`src/assert_macros.svh`:
```
// Assertion helpers for the SHA-256 hasher. Clock clk, reset arst_n.
`ifndef ASSERT_MACROS_SVH
`define ASSERT_MACROS_SVH

// Same-cycle implication, checked outside reset.
`define ASSERT_IMPLIES(label, ante, cons, msg) \
	label: assert property (@(posedge clk) disable iff (!arst_n) (ante) |-> (cons)) \
		else $error(msg);

// Next-cycle implication, checked outside reset.
`define ASSERT_NEXT(label, ante, cons, msg) \
	label: assert property (@(posedge clk) disable iff (!arst_n) (ante) |=> (cons)) \
		else $error(msg);

`endif

```
`src/shabh_pkg.sv`:
```
`timescale 1ns / 1ps

package shabh_pkg;

	localparam int unsigned WORD_W      = 32;
	localparam int unsigned BLOCK_WORDS = 16;
	localparam int unsigned HASH_WORDS  = 8;
	localparam int unsigned ROUNDS      = 64;
	localparam int unsigned ROUND_W     = $clog2(ROUNDS);
	localparam int unsigned POS_W       = $clog2(BLOCK_WORDS);
	localparam int unsigned OUT_CNT_W   = $clog2(HASH_WORDS + 1);
	localparam int unsigned LEN_SHIFT   = 9; // 512 bits per block

	typedef logic [WORD_W-1:0] word_t;

	localparam word_t PAD_HEAD = 32'h8000_0000;

	// Controller to datapath commands
	typedef struct packed {
		logic               load_word;   // shift request word into block window
		logic               load_pad;    // fill block window with the padding block
		logic               init_vars;   // copy chaining value into working variables
		logic               round;       // run one compression round
		logic               add;         // fold working variables into chaining value
		logic               count_block; // bump the block count
		logic               emit_digest; // load chaining value into output buffer
		logic               emit_error;  // load one error result into output buffer
		logic               restart;     // back to initial hash values
		logic [ROUND_W-1:0] round_idx;
	} cmd_t;

	typedef struct packed {
		logic out_busy;
	} status_t;

	function automatic word_t iv_word(input logic [2:0] idx);
		word_t r;
		unique case (idx)
			3'd0: r = 32'h6a09e667;
			3'd1: r = 32'hbb67ae85;
			3'd2: r = 32'h3c6ef372;
			3'd3: r = 32'ha54ff53a;
			3'd4: r = 32'h510e527f;
			3'd5: r = 32'h9b05688c;
			3'd6: r = 32'h1f83d9ab;
			3'd7: r = 32'h5be0cd19;
			default: r = '0;
		endcase
		return r;
	endfunction

	function automatic word_t round_const(input logic [ROUND_W-1:0] idx);
		word_t r;
		unique case (idx)
			6'd0:  r = 32'h428a2f98; 6'd1:  r = 32'h71374491;
			6'd2:  r = 32'hb5c0fbcf; 6'd3:  r = 32'he9b5dba5;
			6'd4:  r = 32'h3956c25b; 6'd5:  r = 32'h59f111f1;
			6'd6:  r = 32'h923f82a4; 6'd7:  r = 32'hab1c5ed5;
			6'd8:  r = 32'hd807aa98; 6'd9:  r = 32'h12835b01;
			6'd10: r = 32'h243185be; 6'd11: r = 32'h550c7dc3;
			6'd12: r = 32'h72be5d74; 6'd13: r = 32'h80deb1fe;
			6'd14: r = 32'h9bdc06a7; 6'd15: r = 32'hc19bf174;
			6'd16: r = 32'he49b69c1; 6'd17: r = 32'hefbe4786;
			6'd18: r = 32'h0fc19dc6; 6'd19: r = 32'h240ca1cc;
			6'd20: r = 32'h2de92c6f; 6'd21: r = 32'h4a7484aa;
			6'd22: r = 32'h5cb0a9dc; 6'd23: r = 32'h76f988da;
			6'd24: r = 32'h983e5152; 6'd25: r = 32'ha831c66d;
			6'd26: r = 32'hb00327c8; 6'd27: r = 32'hbf597fc7;
			6'd28: r = 32'hc6e00bf3; 6'd29: r = 32'hd5a79147;
			6'd30: r = 32'h06ca6351; 6'd31: r = 32'h14292967;
			6'd32: r = 32'h27b70a85; 6'd33: r = 32'h2e1b2138;
			6'd34: r = 32'h4d2c6dfc; 6'd35: r = 32'h53380d13;
			6'd36: r = 32'h650a7354; 6'd37: r = 32'h766a0abb;
			6'd38: r = 32'h81c2c92e; 6'd39: r = 32'h92722c85;
			6'd40: r = 32'ha2bfe8a1; 6'd41: r = 32'ha81a664b;
			6'd42: r = 32'hc24b8b70; 6'd43: r = 32'hc76c51a3;
			6'd44: r = 32'hd192e819; 6'd45: r = 32'hd6990624;
			6'd46: r = 32'hf40e3585; 6'd47: r = 32'h106aa070;
			6'd48: r = 32'h19a4c116; 6'd49: r = 32'h1e376c08;
			6'd50: r = 32'h2748774c; 6'd51: r = 32'h34b0bcb5;
			6'd52: r = 32'h391c0cb3; 6'd53: r = 32'h4ed8aa4a;
			6'd54: r = 32'h5b9cca4f; 6'd55: r = 32'h682e6ff3;
			6'd56: r = 32'h748f82ee; 6'd57: r = 32'h78a5636f;
			6'd58: r = 32'h84c87814; 6'd59: r = 32'h8cc70208;
			6'd60: r = 32'h90befffa; 6'd61: r = 32'ha4506ceb;
			6'd62: r = 32'hbef9a3f7; 6'd63: r = 32'hc67178f2;
			default: r = '0;
		endcase
		return r;
	endfunction

endpackage

```
`src/shabh_ctrl.sv`:
```
`timescale 1ns / 1ps

module shabh_ctrl (
	input  logic              clk,
	input  logic              arst_n,
	input  logic              s_axis_tvalid,
	output logic              s_axis_tready,
	input  logic              s_axis_tlast,
	input  shabh_pkg::status_t status,
	output shabh_pkg::cmd_t    cmd
);

	typedef enum logic [5:0] {
		S_IDLE   = 6'b000001,
		S_ROUND  = 6'b000010,
		S_ADD    = 6'b000100,
		S_PAD    = 6'b001000,
		S_FINISH = 6'b010000,
		S_ERROR  = 6'b100000
	} state_t;

	state_t                             state_q, state_d;
	logic [shabh_pkg::POS_W-1:0]        pos_q, pos_d;
	logic [shabh_pkg::ROUND_W-1:0]      rnd_q, rnd_d;
	logic                               last_q, last_d;
	logic                               pad_q, pad_d;
	logic                               accept;

	assign s_axis_tready = (state_q == S_IDLE);
	assign accept        = s_axis_tvalid && s_axis_tready;

	always_comb begin
		state_d       = state_q;
		pos_d         = pos_q;
		rnd_d         = rnd_q;
		last_d        = last_q;
		pad_d         = pad_q;
		cmd           = '0;
		cmd.round_idx = rnd_q;
		unique case (state_q)
			S_IDLE: begin
				if (accept) begin
					cmd.load_word = 1'b1;
					// a last request always restarts the word count
					pos_d = s_axis_tlast ? '0 : pos_q + 1'b1;
					if (pos_q == shabh_pkg::POS_W'(shabh_pkg::BLOCK_WORDS - 1)) begin
						cmd.init_vars = 1'b1;
						last_d        = s_axis_tlast;
						pad_d         = 1'b0;
						state_d       = S_ROUND;
					end else if (s_axis_tlast) begin
						state_d = S_ERROR;
					end
				end
			end
			S_ROUND: begin
				cmd.round = 1'b1;
				rnd_d     = rnd_q + 1'b1;
				if (rnd_q == shabh_pkg::ROUND_W'(shabh_pkg::ROUNDS - 1)) begin
					state_d = S_ADD;
				end
			end
			S_ADD: begin
				cmd.add         = 1'b1;
				cmd.count_block = !pad_q;
				priority if (pad_q) begin
					state_d = S_FINISH;
				end else if (last_q) begin
					state_d = S_PAD;
				end else begin
					state_d = S_IDLE;
				end
			end
			S_PAD: begin
				cmd.load_pad  = 1'b1;
				cmd.init_vars = 1'b1;
				pad_d         = 1'b1;
				state_d       = S_ROUND;
			end
			S_FINISH: begin
				if (!status.out_busy) begin
					cmd.emit_digest = 1'b1;
					cmd.restart     = 1'b1;
					last_d          = 1'b0;
					pad_d           = 1'b0;
					state_d         = S_IDLE;
				end
			end
			S_ERROR: begin
				if (!status.out_busy) begin
					cmd.emit_error = 1'b1;
					cmd.restart    = 1'b1;
					state_d        = S_IDLE;
				end
			end
			default: begin
				state_d = S_IDLE;
			end
		endcase
	end

	always_ff @(posedge clk or negedge arst_n) begin
		if (!arst_n) begin
			state_q <= S_IDLE;
			pos_q   <= '0;
			rnd_q   <= '0;
			last_q  <= 1'b0;
			pad_q   <= 1'b0;
		end else begin
			state_q <= state_d;
			pos_q   <= pos_d;
			rnd_q   <= rnd_d;
			last_q  <= last_d;
			pad_q   <= pad_d;
		end
	end

endmodule

```
`src/shabh_datapath.sv`:
```
`timescale 1ns / 1ps

module shabh_datapath (
	input  logic                clk,
	input  logic                arst_n,
	input  shabh_pkg::cmd_t     cmd,
	output shabh_pkg::status_t  status,
	input  shabh_pkg::word_t    s_axis_tdata,
	input  logic                m_axis_tready,
	output logic                m_axis_tvalid,
	output shabh_pkg::word_t    m_axis_tdata,
	output logic                m_axis_tlast,
	output logic                m_axis_tuser
);

	function automatic shabh_pkg::word_t rotr(input shabh_pkg::word_t x, input int n);
		return (x >> n) | (x << (shabh_pkg::WORD_W - n));
	endfunction

	shabh_pkg::word_t                   w_q   [shabh_pkg::BLOCK_WORDS];
	shabh_pkg::word_t                   v_q   [shabh_pkg::HASH_WORDS];
	shabh_pkg::word_t                   h_q   [shabh_pkg::HASH_WORDS];
	shabh_pkg::word_t                   obuf_q[shabh_pkg::HASH_WORDS];
	shabh_pkg::word_t                   blocks_q;
	logic [shabh_pkg::OUT_CNT_W-1:0]    out_left_q;
	logic                               out_err_q;

	shabh_pkg::word_t sig0, sig1, w_new;
	shabh_pkg::word_t big0, big1, ch, maj, t1, t2;
	logic [2*shabh_pkg::WORD_W-1:0] bit_len;
	logic out_take;

	// message schedule: oldest word sits at the head of the window
	always_comb begin
		sig0  = rotr(w_q[1], 7) ^ rotr(w_q[1], 18) ^ (w_q[1] >> 3);
		sig1  = rotr(w_q[14], 17) ^ rotr(w_q[14], 19) ^ (w_q[14] >> 10);
		w_new = sig1 + w_q[9] + sig0 + w_q[0];
	end

	always_comb begin
		big1 = rotr(v_q[4], 6) ^ rotr(v_q[4], 11) ^ rotr(v_q[4], 25);
		ch   = (v_q[4] & v_q[5]) ^ (~v_q[4] & v_q[6]);
		t1   = v_q[7] + big1 + ch + shabh_pkg::round_const(cmd.round_idx) + w_q[0];
		big0 = rotr(v_q[0], 2) ^ rotr(v_q[0], 13) ^ rotr(v_q[0], 22);
		maj  = (v_q[0] & v_q[1]) ^ (v_q[0] & v_q[2]) ^ (v_q[1] & v_q[2]);
		t2   = big0 + maj;
	end

	assign bit_len = {shabh_pkg::WORD_W'(0), blocks_q} << shabh_pkg::LEN_SHIFT;

	always_ff @(posedge clk) begin
		if (cmd.load_word) begin
			for (int i = 0; i < shabh_pkg::BLOCK_WORDS - 1; i++) begin
				w_q[i] <= w_q[i+1];
			end
			w_q[shabh_pkg::BLOCK_WORDS-1] <= s_axis_tdata;
		end else if (cmd.load_pad) begin
			// zero the middle, then head marker and the 64-bit length at the tail
			for (int i = 1; i < shabh_pkg::BLOCK_WORDS - 2; i++) begin
				w_q[i] <= '0;
			end
			w_q[0]                        <= shabh_pkg::PAD_HEAD;
			w_q[shabh_pkg::BLOCK_WORDS-2] <= bit_len[2*shabh_pkg::WORD_W-1:shabh_pkg::WORD_W];
			w_q[shabh_pkg::BLOCK_WORDS-1] <= bit_len[shabh_pkg::WORD_W-1:0];
		end else if (cmd.round) begin
			for (int i = 0; i < shabh_pkg::BLOCK_WORDS - 1; i++) begin
				w_q[i] <= w_q[i+1];
			end
			w_q[shabh_pkg::BLOCK_WORDS-1] <= w_new;
		end
	end

	always_ff @(posedge clk) begin
		if (cmd.init_vars) begin
			for (int i = 0; i < shabh_pkg::HASH_WORDS; i++) begin
				v_q[i] <= h_q[i];
			end
		end else if (cmd.round) begin
			v_q[7] <= v_q[6];
			v_q[6] <= v_q[5];
			v_q[5] <= v_q[4];
			v_q[4] <= v_q[3] + t1;
			v_q[3] <= v_q[2];
			v_q[2] <= v_q[1];
			v_q[1] <= v_q[0];
			v_q[0] <= t1 + t2;
		end
	end

	always_ff @(posedge clk or negedge arst_n) begin
		if (!arst_n) begin
			for (int i = 0; i < shabh_pkg::HASH_WORDS; i++) begin
				h_q[i] <= shabh_pkg::iv_word(3'(i));
			end
			blocks_q <= '0;
		end else if (cmd.restart) begin
			for (int i = 0; i < shabh_pkg::HASH_WORDS; i++) begin
				h_q[i] <= shabh_pkg::iv_word(3'(i));
			end
			blocks_q <= '0;
		end else if (cmd.add) begin
			for (int i = 0; i < shabh_pkg::HASH_WORDS; i++) begin
				h_q[i] <= h_q[i] + v_q[i];
			end
			if (cmd.count_block) begin
				blocks_q <= blocks_q + 1'b1;
			end
		end
	end

	// output buffer: drains one word per request, independent of the hashing side
	assign out_take      = m_axis_tvalid && m_axis_tready;
	assign m_axis_tvalid = (out_left_q != '0);
	assign m_axis_tdata  = obuf_q[0];
	assign m_axis_tlast  = (out_left_q == shabh_pkg::OUT_CNT_W'(1));
	assign m_axis_tuser  = out_err_q;
	assign status.out_busy = m_axis_tvalid;

	always_ff @(posedge clk) begin
		if (cmd.emit_digest) begin
			for (int i = 0; i < shabh_pkg::HASH_WORDS; i++) begin
				obuf_q[i] <= h_q[i];
			end
		end else if (cmd.emit_error) begin
			obuf_q[0] <= '0;
		end else if (out_take) begin
			for (int i = 0; i < shabh_pkg::HASH_WORDS - 1; i++) begin
				obuf_q[i] <= obuf_q[i+1];
			end
		end
	end

	always_ff @(posedge clk or negedge arst_n) begin
		if (!arst_n) begin
			out_left_q <= '0;
			out_err_q  <= 1'b0;
		end else if (cmd.emit_digest) begin
			out_left_q <= shabh_pkg::OUT_CNT_W'(shabh_pkg::HASH_WORDS);
			out_err_q  <= 1'b0;
		end else if (cmd.emit_error) begin
			out_left_q <= shabh_pkg::OUT_CNT_W'(1);
			out_err_q  <= 1'b1;
		end else if (out_take) begin
			out_left_q <= out_left_q - 1'b1;
		end
	end

endmodule

```
`src/sha256_block_hasher_core.sv`:
```
// SHA-256 hasher over a stream of big-endian 32-bit message words.
// Input channel s_axis: one message word per request, tlast on the final word.
// Every 16 words form a 512-bit block. A final word that completes a block
// adds the standard padding block (0x80, zeros, bit length = blocks * 512);
// the core then returns eight digest words, H0 first, tlast on H7.
// A final word that does not close a block returns one error result:
// tdata zero, tlast high, tuser high; the partial message is dropped.
// Sequencing: the word that closes a block holds the input off while the 64
// rounds run on the single round unit and the chaining add follows; only then
// is the next word taken. After the final word the padding block is
// compressed the same way before the digest is handed to the output buffer.
// Output channel m_axis: an eight-word buffer separates the sides; a stall
// there holds the digest, and the next message is hashed meanwhile. Only the
// hand-over of the next result waits for the buffer to drain.
// Reset (arst_n low): initial hash values, zero counts, empty output buffer.
// No clearing pass is needed; the core is ready as soon as reset is released.
`timescale 1ns / 1ps
`include "assert_macros.svh"

module sha256_block_hasher_core (
	input  logic        clk,
	input  logic        arst_n,
	// request input
	input  logic        s_axis_tvalid,
	output logic        s_axis_tready,
	input  logic [31:0] s_axis_tdata,   // [31:0] message_word
	input  logic        s_axis_tlast,   // end_of_message
	// result output
	output logic        m_axis_tvalid,
	input  logic        m_axis_tready,
	output logic [31:0] m_axis_tdata,   // [31:0] digest_word
	output logic        m_axis_tlast,   // digest_done
	output logic        m_axis_tuser    // [0] misaligned
);

	shabh_pkg::cmd_t    cmd;
	shabh_pkg::status_t status;

	// sequencer: word count, round count, message/padding flow
	shabh_ctrl u_ctrl (
		.clk           (clk),
		.arst_n        (arst_n),
		.s_axis_tvalid (s_axis_tvalid),
		.s_axis_tready (s_axis_tready),
		.s_axis_tlast  (s_axis_tlast),
		.status        (status),
		.cmd           (cmd)
	);

	// schedule window, round unit, chaining value and output buffer
	shabh_datapath u_dp (
		.clk           (clk),
		.arst_n        (arst_n),
		.cmd           (cmd),
		.status        (status),
		.s_axis_tdata  (s_axis_tdata),
		.m_axis_tready (m_axis_tready),
		.m_axis_tvalid (m_axis_tvalid),
		.m_axis_tdata  (m_axis_tdata),
		.m_axis_tlast  (m_axis_tlast),
		.m_axis_tuser  (m_axis_tuser)
	);

	// no request taken while the round unit is busy
	`ASSERT_IMPLIES(a_no_accept_in_round, cmd.round, !s_axis_tready, "request accepted mid-compression")
	// a result is loaded only into an empty output buffer
	`ASSERT_IMPLIES(a_emit_into_empty, cmd.emit_digest || cmd.emit_error, !status.out_busy, "result overwrote buffer")
	// an error result is always a single, closing item
	`ASSERT_IMPLIES(a_error_single, m_axis_tvalid && m_axis_tuser, m_axis_tlast, "error result without tlast")
	// a digest hand-over shows a valid non-error word next cycle
	`ASSERT_NEXT(a_digest_shown, cmd.emit_digest, m_axis_tvalid && !m_axis_tuser && !m_axis_tlast, "digest not presented")

endmodule
```
`config.mk`:
```
export PLATFORM = sky130hd
export DESIGN_NAME = sha256_block_hasher_core
export DESIGN_NICKNAME = d
export VERILOG_FILES = /design/src/shabh_pkg.sv /design/src/shabh_ctrl.sv /design/src/shabh_datapath.sv /design/src/sha256_block_hasher_core.sv
export VERILOG_INCLUDE_DIRS = /design/src /design/src/src
export SDC_FILE = /design/constraint.sdc
export NUM_CORES = 2
export LEC_CHECK = 0
export ABC_CLOCK_PERIOD_IN_PS = 11990
export BUFFER_PORTS_ARGS = -buffer_cell sky130_fd_sc_hd__buf_4
export CORE_ASPECT_RATIO = 1.25
export CORE_UTILIZATION = 39
export DETAILED_ROUTE_END_ITERATION = 12
export PLACE_DENSITY_LB_ADDON = 0.25
export SETUP_SLACK_MARGIN = 0.02
export SLEW_MARGIN = 15
export SYNTH_ARGS = -nofsm -noshare
export SYNTH_HDL_FRONTEND = slang
export SYNTH_HIERARCHICAL = 1
export SYNTH_SLANG_ARGS = --single-unit
```
`constraint.sdc`:
```
create_clock -name clk -period 11.99 [get_ports clk]
set_clock_uncertainty 0.05 [all_clocks]
set_input_delay 2.398 -clock clk [delete_from_list [all_inputs] [get_ports clk]]
set_output_delay 2.398 -clock clk [all_outputs]
set_load 0.01 [all_outputs]
```
==> impl_metrics.ini <==
[global_routing]
grt_pass1_wl_um = 382000
grtUsageTotal_pct = 24.3
grt_max_degree = 145
grt_pass1_vias = 60700
antenna_found_initial = 2
overflow = 0

[setup_path]
r2r_cells = 32
end_kind = flip-flop
crit_buf_inv = 5
crit_type = reg -> reg
r2r-end = u_dp/v_q[0][29]$_DFFE_PP_
crit-reg2reg-launch = u_ctrl/rnd_q[1]$_DFFE_PN0P_
cp_data_arrival_time_ns = 10.23
r2r_slack_ns = 2.26
cp_slowest_cell = dfrtp_1
required_ns = 12.50
cp_max_fo = 20
path_delay_family = compound AO/OA/AOI/OAI gates
slowest_delay_ns = 0.82
start_kind = flip-flop

[timing]
worst_pin_slew_ns = 1.17
max_freq_ghz = 0.103
min_period_over_period_pct = 81.1
timing.hold.ws_ns = 0.394
setup_tns_ns = 0
slew_headroom_pct = 21.9
slew_viol_final = 0
finalCriticalPeriod_ns = 9.73
hold_viol_final = 0
layout_setup_ws_ns = 2.26
rsz0062_at_grt = no
finalSetupViolCount = 0

[logic_synthesis]
yosys.area.top_type = edfxtp_1
synth-seq-cells = 1335
synth_most_common_cell = nand2_1
synthFlopType = edfxtp_1
synth_warnings = 6
synthDistinctLibCells = 102
synth_edf_count = 832
synthCells = 8289
syn_area_um2 = 80100
synth_area_per_cell_um2 = 9.67
synth_top_area_share_pct = 31.2
seq_area_frac_synth_pct = 45.9
synthTopCellsByCount = 1864 x nand2_1, 832 x edfxtp_1, 599 x a21oi_1
synth_nets = 8913
ys_top_cells_by_area = edfxtp_1 31%, nand2_1 8.7%, ha_1 6.1%
async_flop_share_pct = 23.3

[detailed_routing]
final_antenna_net_count = 0
dr.pass1.iters = 6
wl_per_cell_um = 23.1
drtIter0Drc = 4658
drc = 0
vias = 60300
wl_um = 254000
avgViaCountPerCell = 5.49

[floorplanning]
io_pins = 73
core_um2 = 204000
rows = 185
dieHeight_um = 509
die_w_um = 407
initial_utilization_pct = 39.3
die-area_um2 = 207000

[cells_and_area]
multi_input_area_um2 = 40400
instances_no_fill = 11000
syn_to_final_growth_pct = 10.1
nets = 8775
final_core_util_pct = 43.3
fin_area_um2 = 88200
seq_area_um2 = 36800
drive_gt1_share_pct = 8.02
nFillCells = 19700

[run_status]
run_status = completed

[clocking]
cts_buffer_depth = 3
cts.sinks = 1335
post_cts_buffers = 0
cts_tree = done
cts_max_level = 4
cts_resized = 0
cts_hold_buffers = 0
clk_pin_slew_ns = 0.06
insertion_delay_ns = 0.85
cts_buffers = 148
clockRootBuffer = clkbuf_16

[worst_hold_path]
hp-class = reg -> reg
hp-start = u_dp/w_q[0][115]$_SDFFE_PP0P_
min_path_cells = 2
hold_end = u_dp/w_q[0][83]$_SDFFE_PP0P_

[placement]
placed_area_um2 = 83100
numPortBuffers = 72
dp.cells = 10700
place_ws_ns = 2.37
place_congestion = 0.936
dpl.hpwl_um = 182000

[power]
p_leak_nw = 37.5
p_per_area_nw_per_um2 = 116
power_mw = 10.2
ir_drop_mv = 0.159

[run]
max-cap-violations = 0
## how the worst max path moves through the flow
| stage | start | to | slack, ns | depth (start not counted) |
|---|---|---|---|---|
| 2_1_floorplan | m_axis_tready | u_dp/obuf_q[0][100]$_DFFE_PP_ | 3.96 | 2 |
| 3_3_place_gp | u_ctrl/rnd_q[1]$_DFFE_PN0P_ | u_dp/v_q[0][29]$_DFFE_PP_ | 2.33 | 32 |
| 3_5_place_dp | u_ctrl/rnd_q[1]$_DFFE_PN0P_ | u_dp/v_q[0][29]$_DFFE_PP_ | 2.37 | 32 |
| 4_1_cts | u_ctrl/rnd_q[1]$_DFFE_PN0P_ | u_dp/v_q[0][29]$_DFFE_PP_ | 2.34 | 32 |
| 5_1_grt | u_ctrl/rnd_q[1]$_DFFE_PN0P_ | u_dp/v_q[0][29]$_DFFE_PP_ | 1.69 | 32 |
| 6_report | u_ctrl/rnd_q[1]$_DFFE_PN0P_ | u_dp/v_q[0][29]$_DFFE_PP_ | 2.26 | 32 |
## metal layers
| layer | global-route usage, % | routed length (um) |
|---|---|---|
| met5 | 0 | 0 |
| met4 | 13.0 | 14500 |
| met3 | 2.66 | 10000 |
| met2 | 43.6 | 129000 |
| met1 | 28.3 | 100000 |
## kinds of logic after synthesis
family	share of synthesized area (%)
AND/OR/NAND/NOR	16.8
multiplexers	2.33
buffers and inverters	3.82
XOR/XNOR	6.30
flip-flops	45.9
adder cells (fa/ha/maj)	11.3
AO/OA/AOI/OAI	13.6
## sequential cells by signal, indices dropped and copies added, names as in the netlist
name               count
u_ctrl/pad_q           1
u_ctrl/pos_q           4
u_dp/out_left_q        4
u_dp/obuf_q          256
u_dp/m_axis_tuser      1
u_dp/v_q             256
u_dp/h_q             256
u_ctrl/state_q         6
u_ctrl/rnd_q           6
u_ctrl/last_q          1
u_dp/w_q             512
u_dp/blocks_q         32
## worst register-to-register path: cells and delay by family, from the launching register on
kind / cells / cell delay (ns)
adder cells (fa/ha/maj): 6 / 2.54
flip-flops: 1 / 0.82
buffers and inverters: 5 / 0.92
XOR/XNOR: 2 / 0.38
AND/OR/NAND/NOR: 4 / 0.69
AO/OA/AOI/OAI: 15 / 4.07
## layout make-up
type / instances / share of cell area [%]
inverters: 328 / 1.40
flip-flops and latches: 1335 / 41.7
clock inverters: 72 / 1.02
well taps: 2711 / 3.85
multi-input cells: 6174 / 45.8
clock buffers: 204 / 4.70
diodes: 2 / 0.00567
repair buffers: 164 / 1.50
## where the power goes
part | internal (mW) | switching [mW] | leakage [nW] | total, mW
Clock | 2.68 | 2.06 | 2.42 | 4.74
Sequential | 5.03 | 0.0417 | 13.9 | 5.07
Combinational | 0.0984 | 0.276 | 21.2 | 0.374
Total | 7.81 | 2.38 | 37.5 | 10.2
## layout by cell type (no fill, tap or decap), types with 53 or more instances in the layout
master	n
fa_1	195
clkbuf_16	151
mux2_2	62
nand2_1	1859
a31oi_1	64
inv_1	322
a211oi_1	64
nor3_1	91
a21o_1	172
a21oi_1	597
and2_1	147
o21ai_0	375
nand3_1	89
ha_1	392
mux2i_1	99
dfstp_2	137
and3_1	53
dfrtp_1	171
edfxtp_1	832
xor2_1	182
buf_4	156
dfxtp_1	192
o21a_1	72
nor2b_1	182
o211ai_1	55
nor2_1	440
xnor2_1	389
Note: power is estimated with default switching activity, not from simulation.
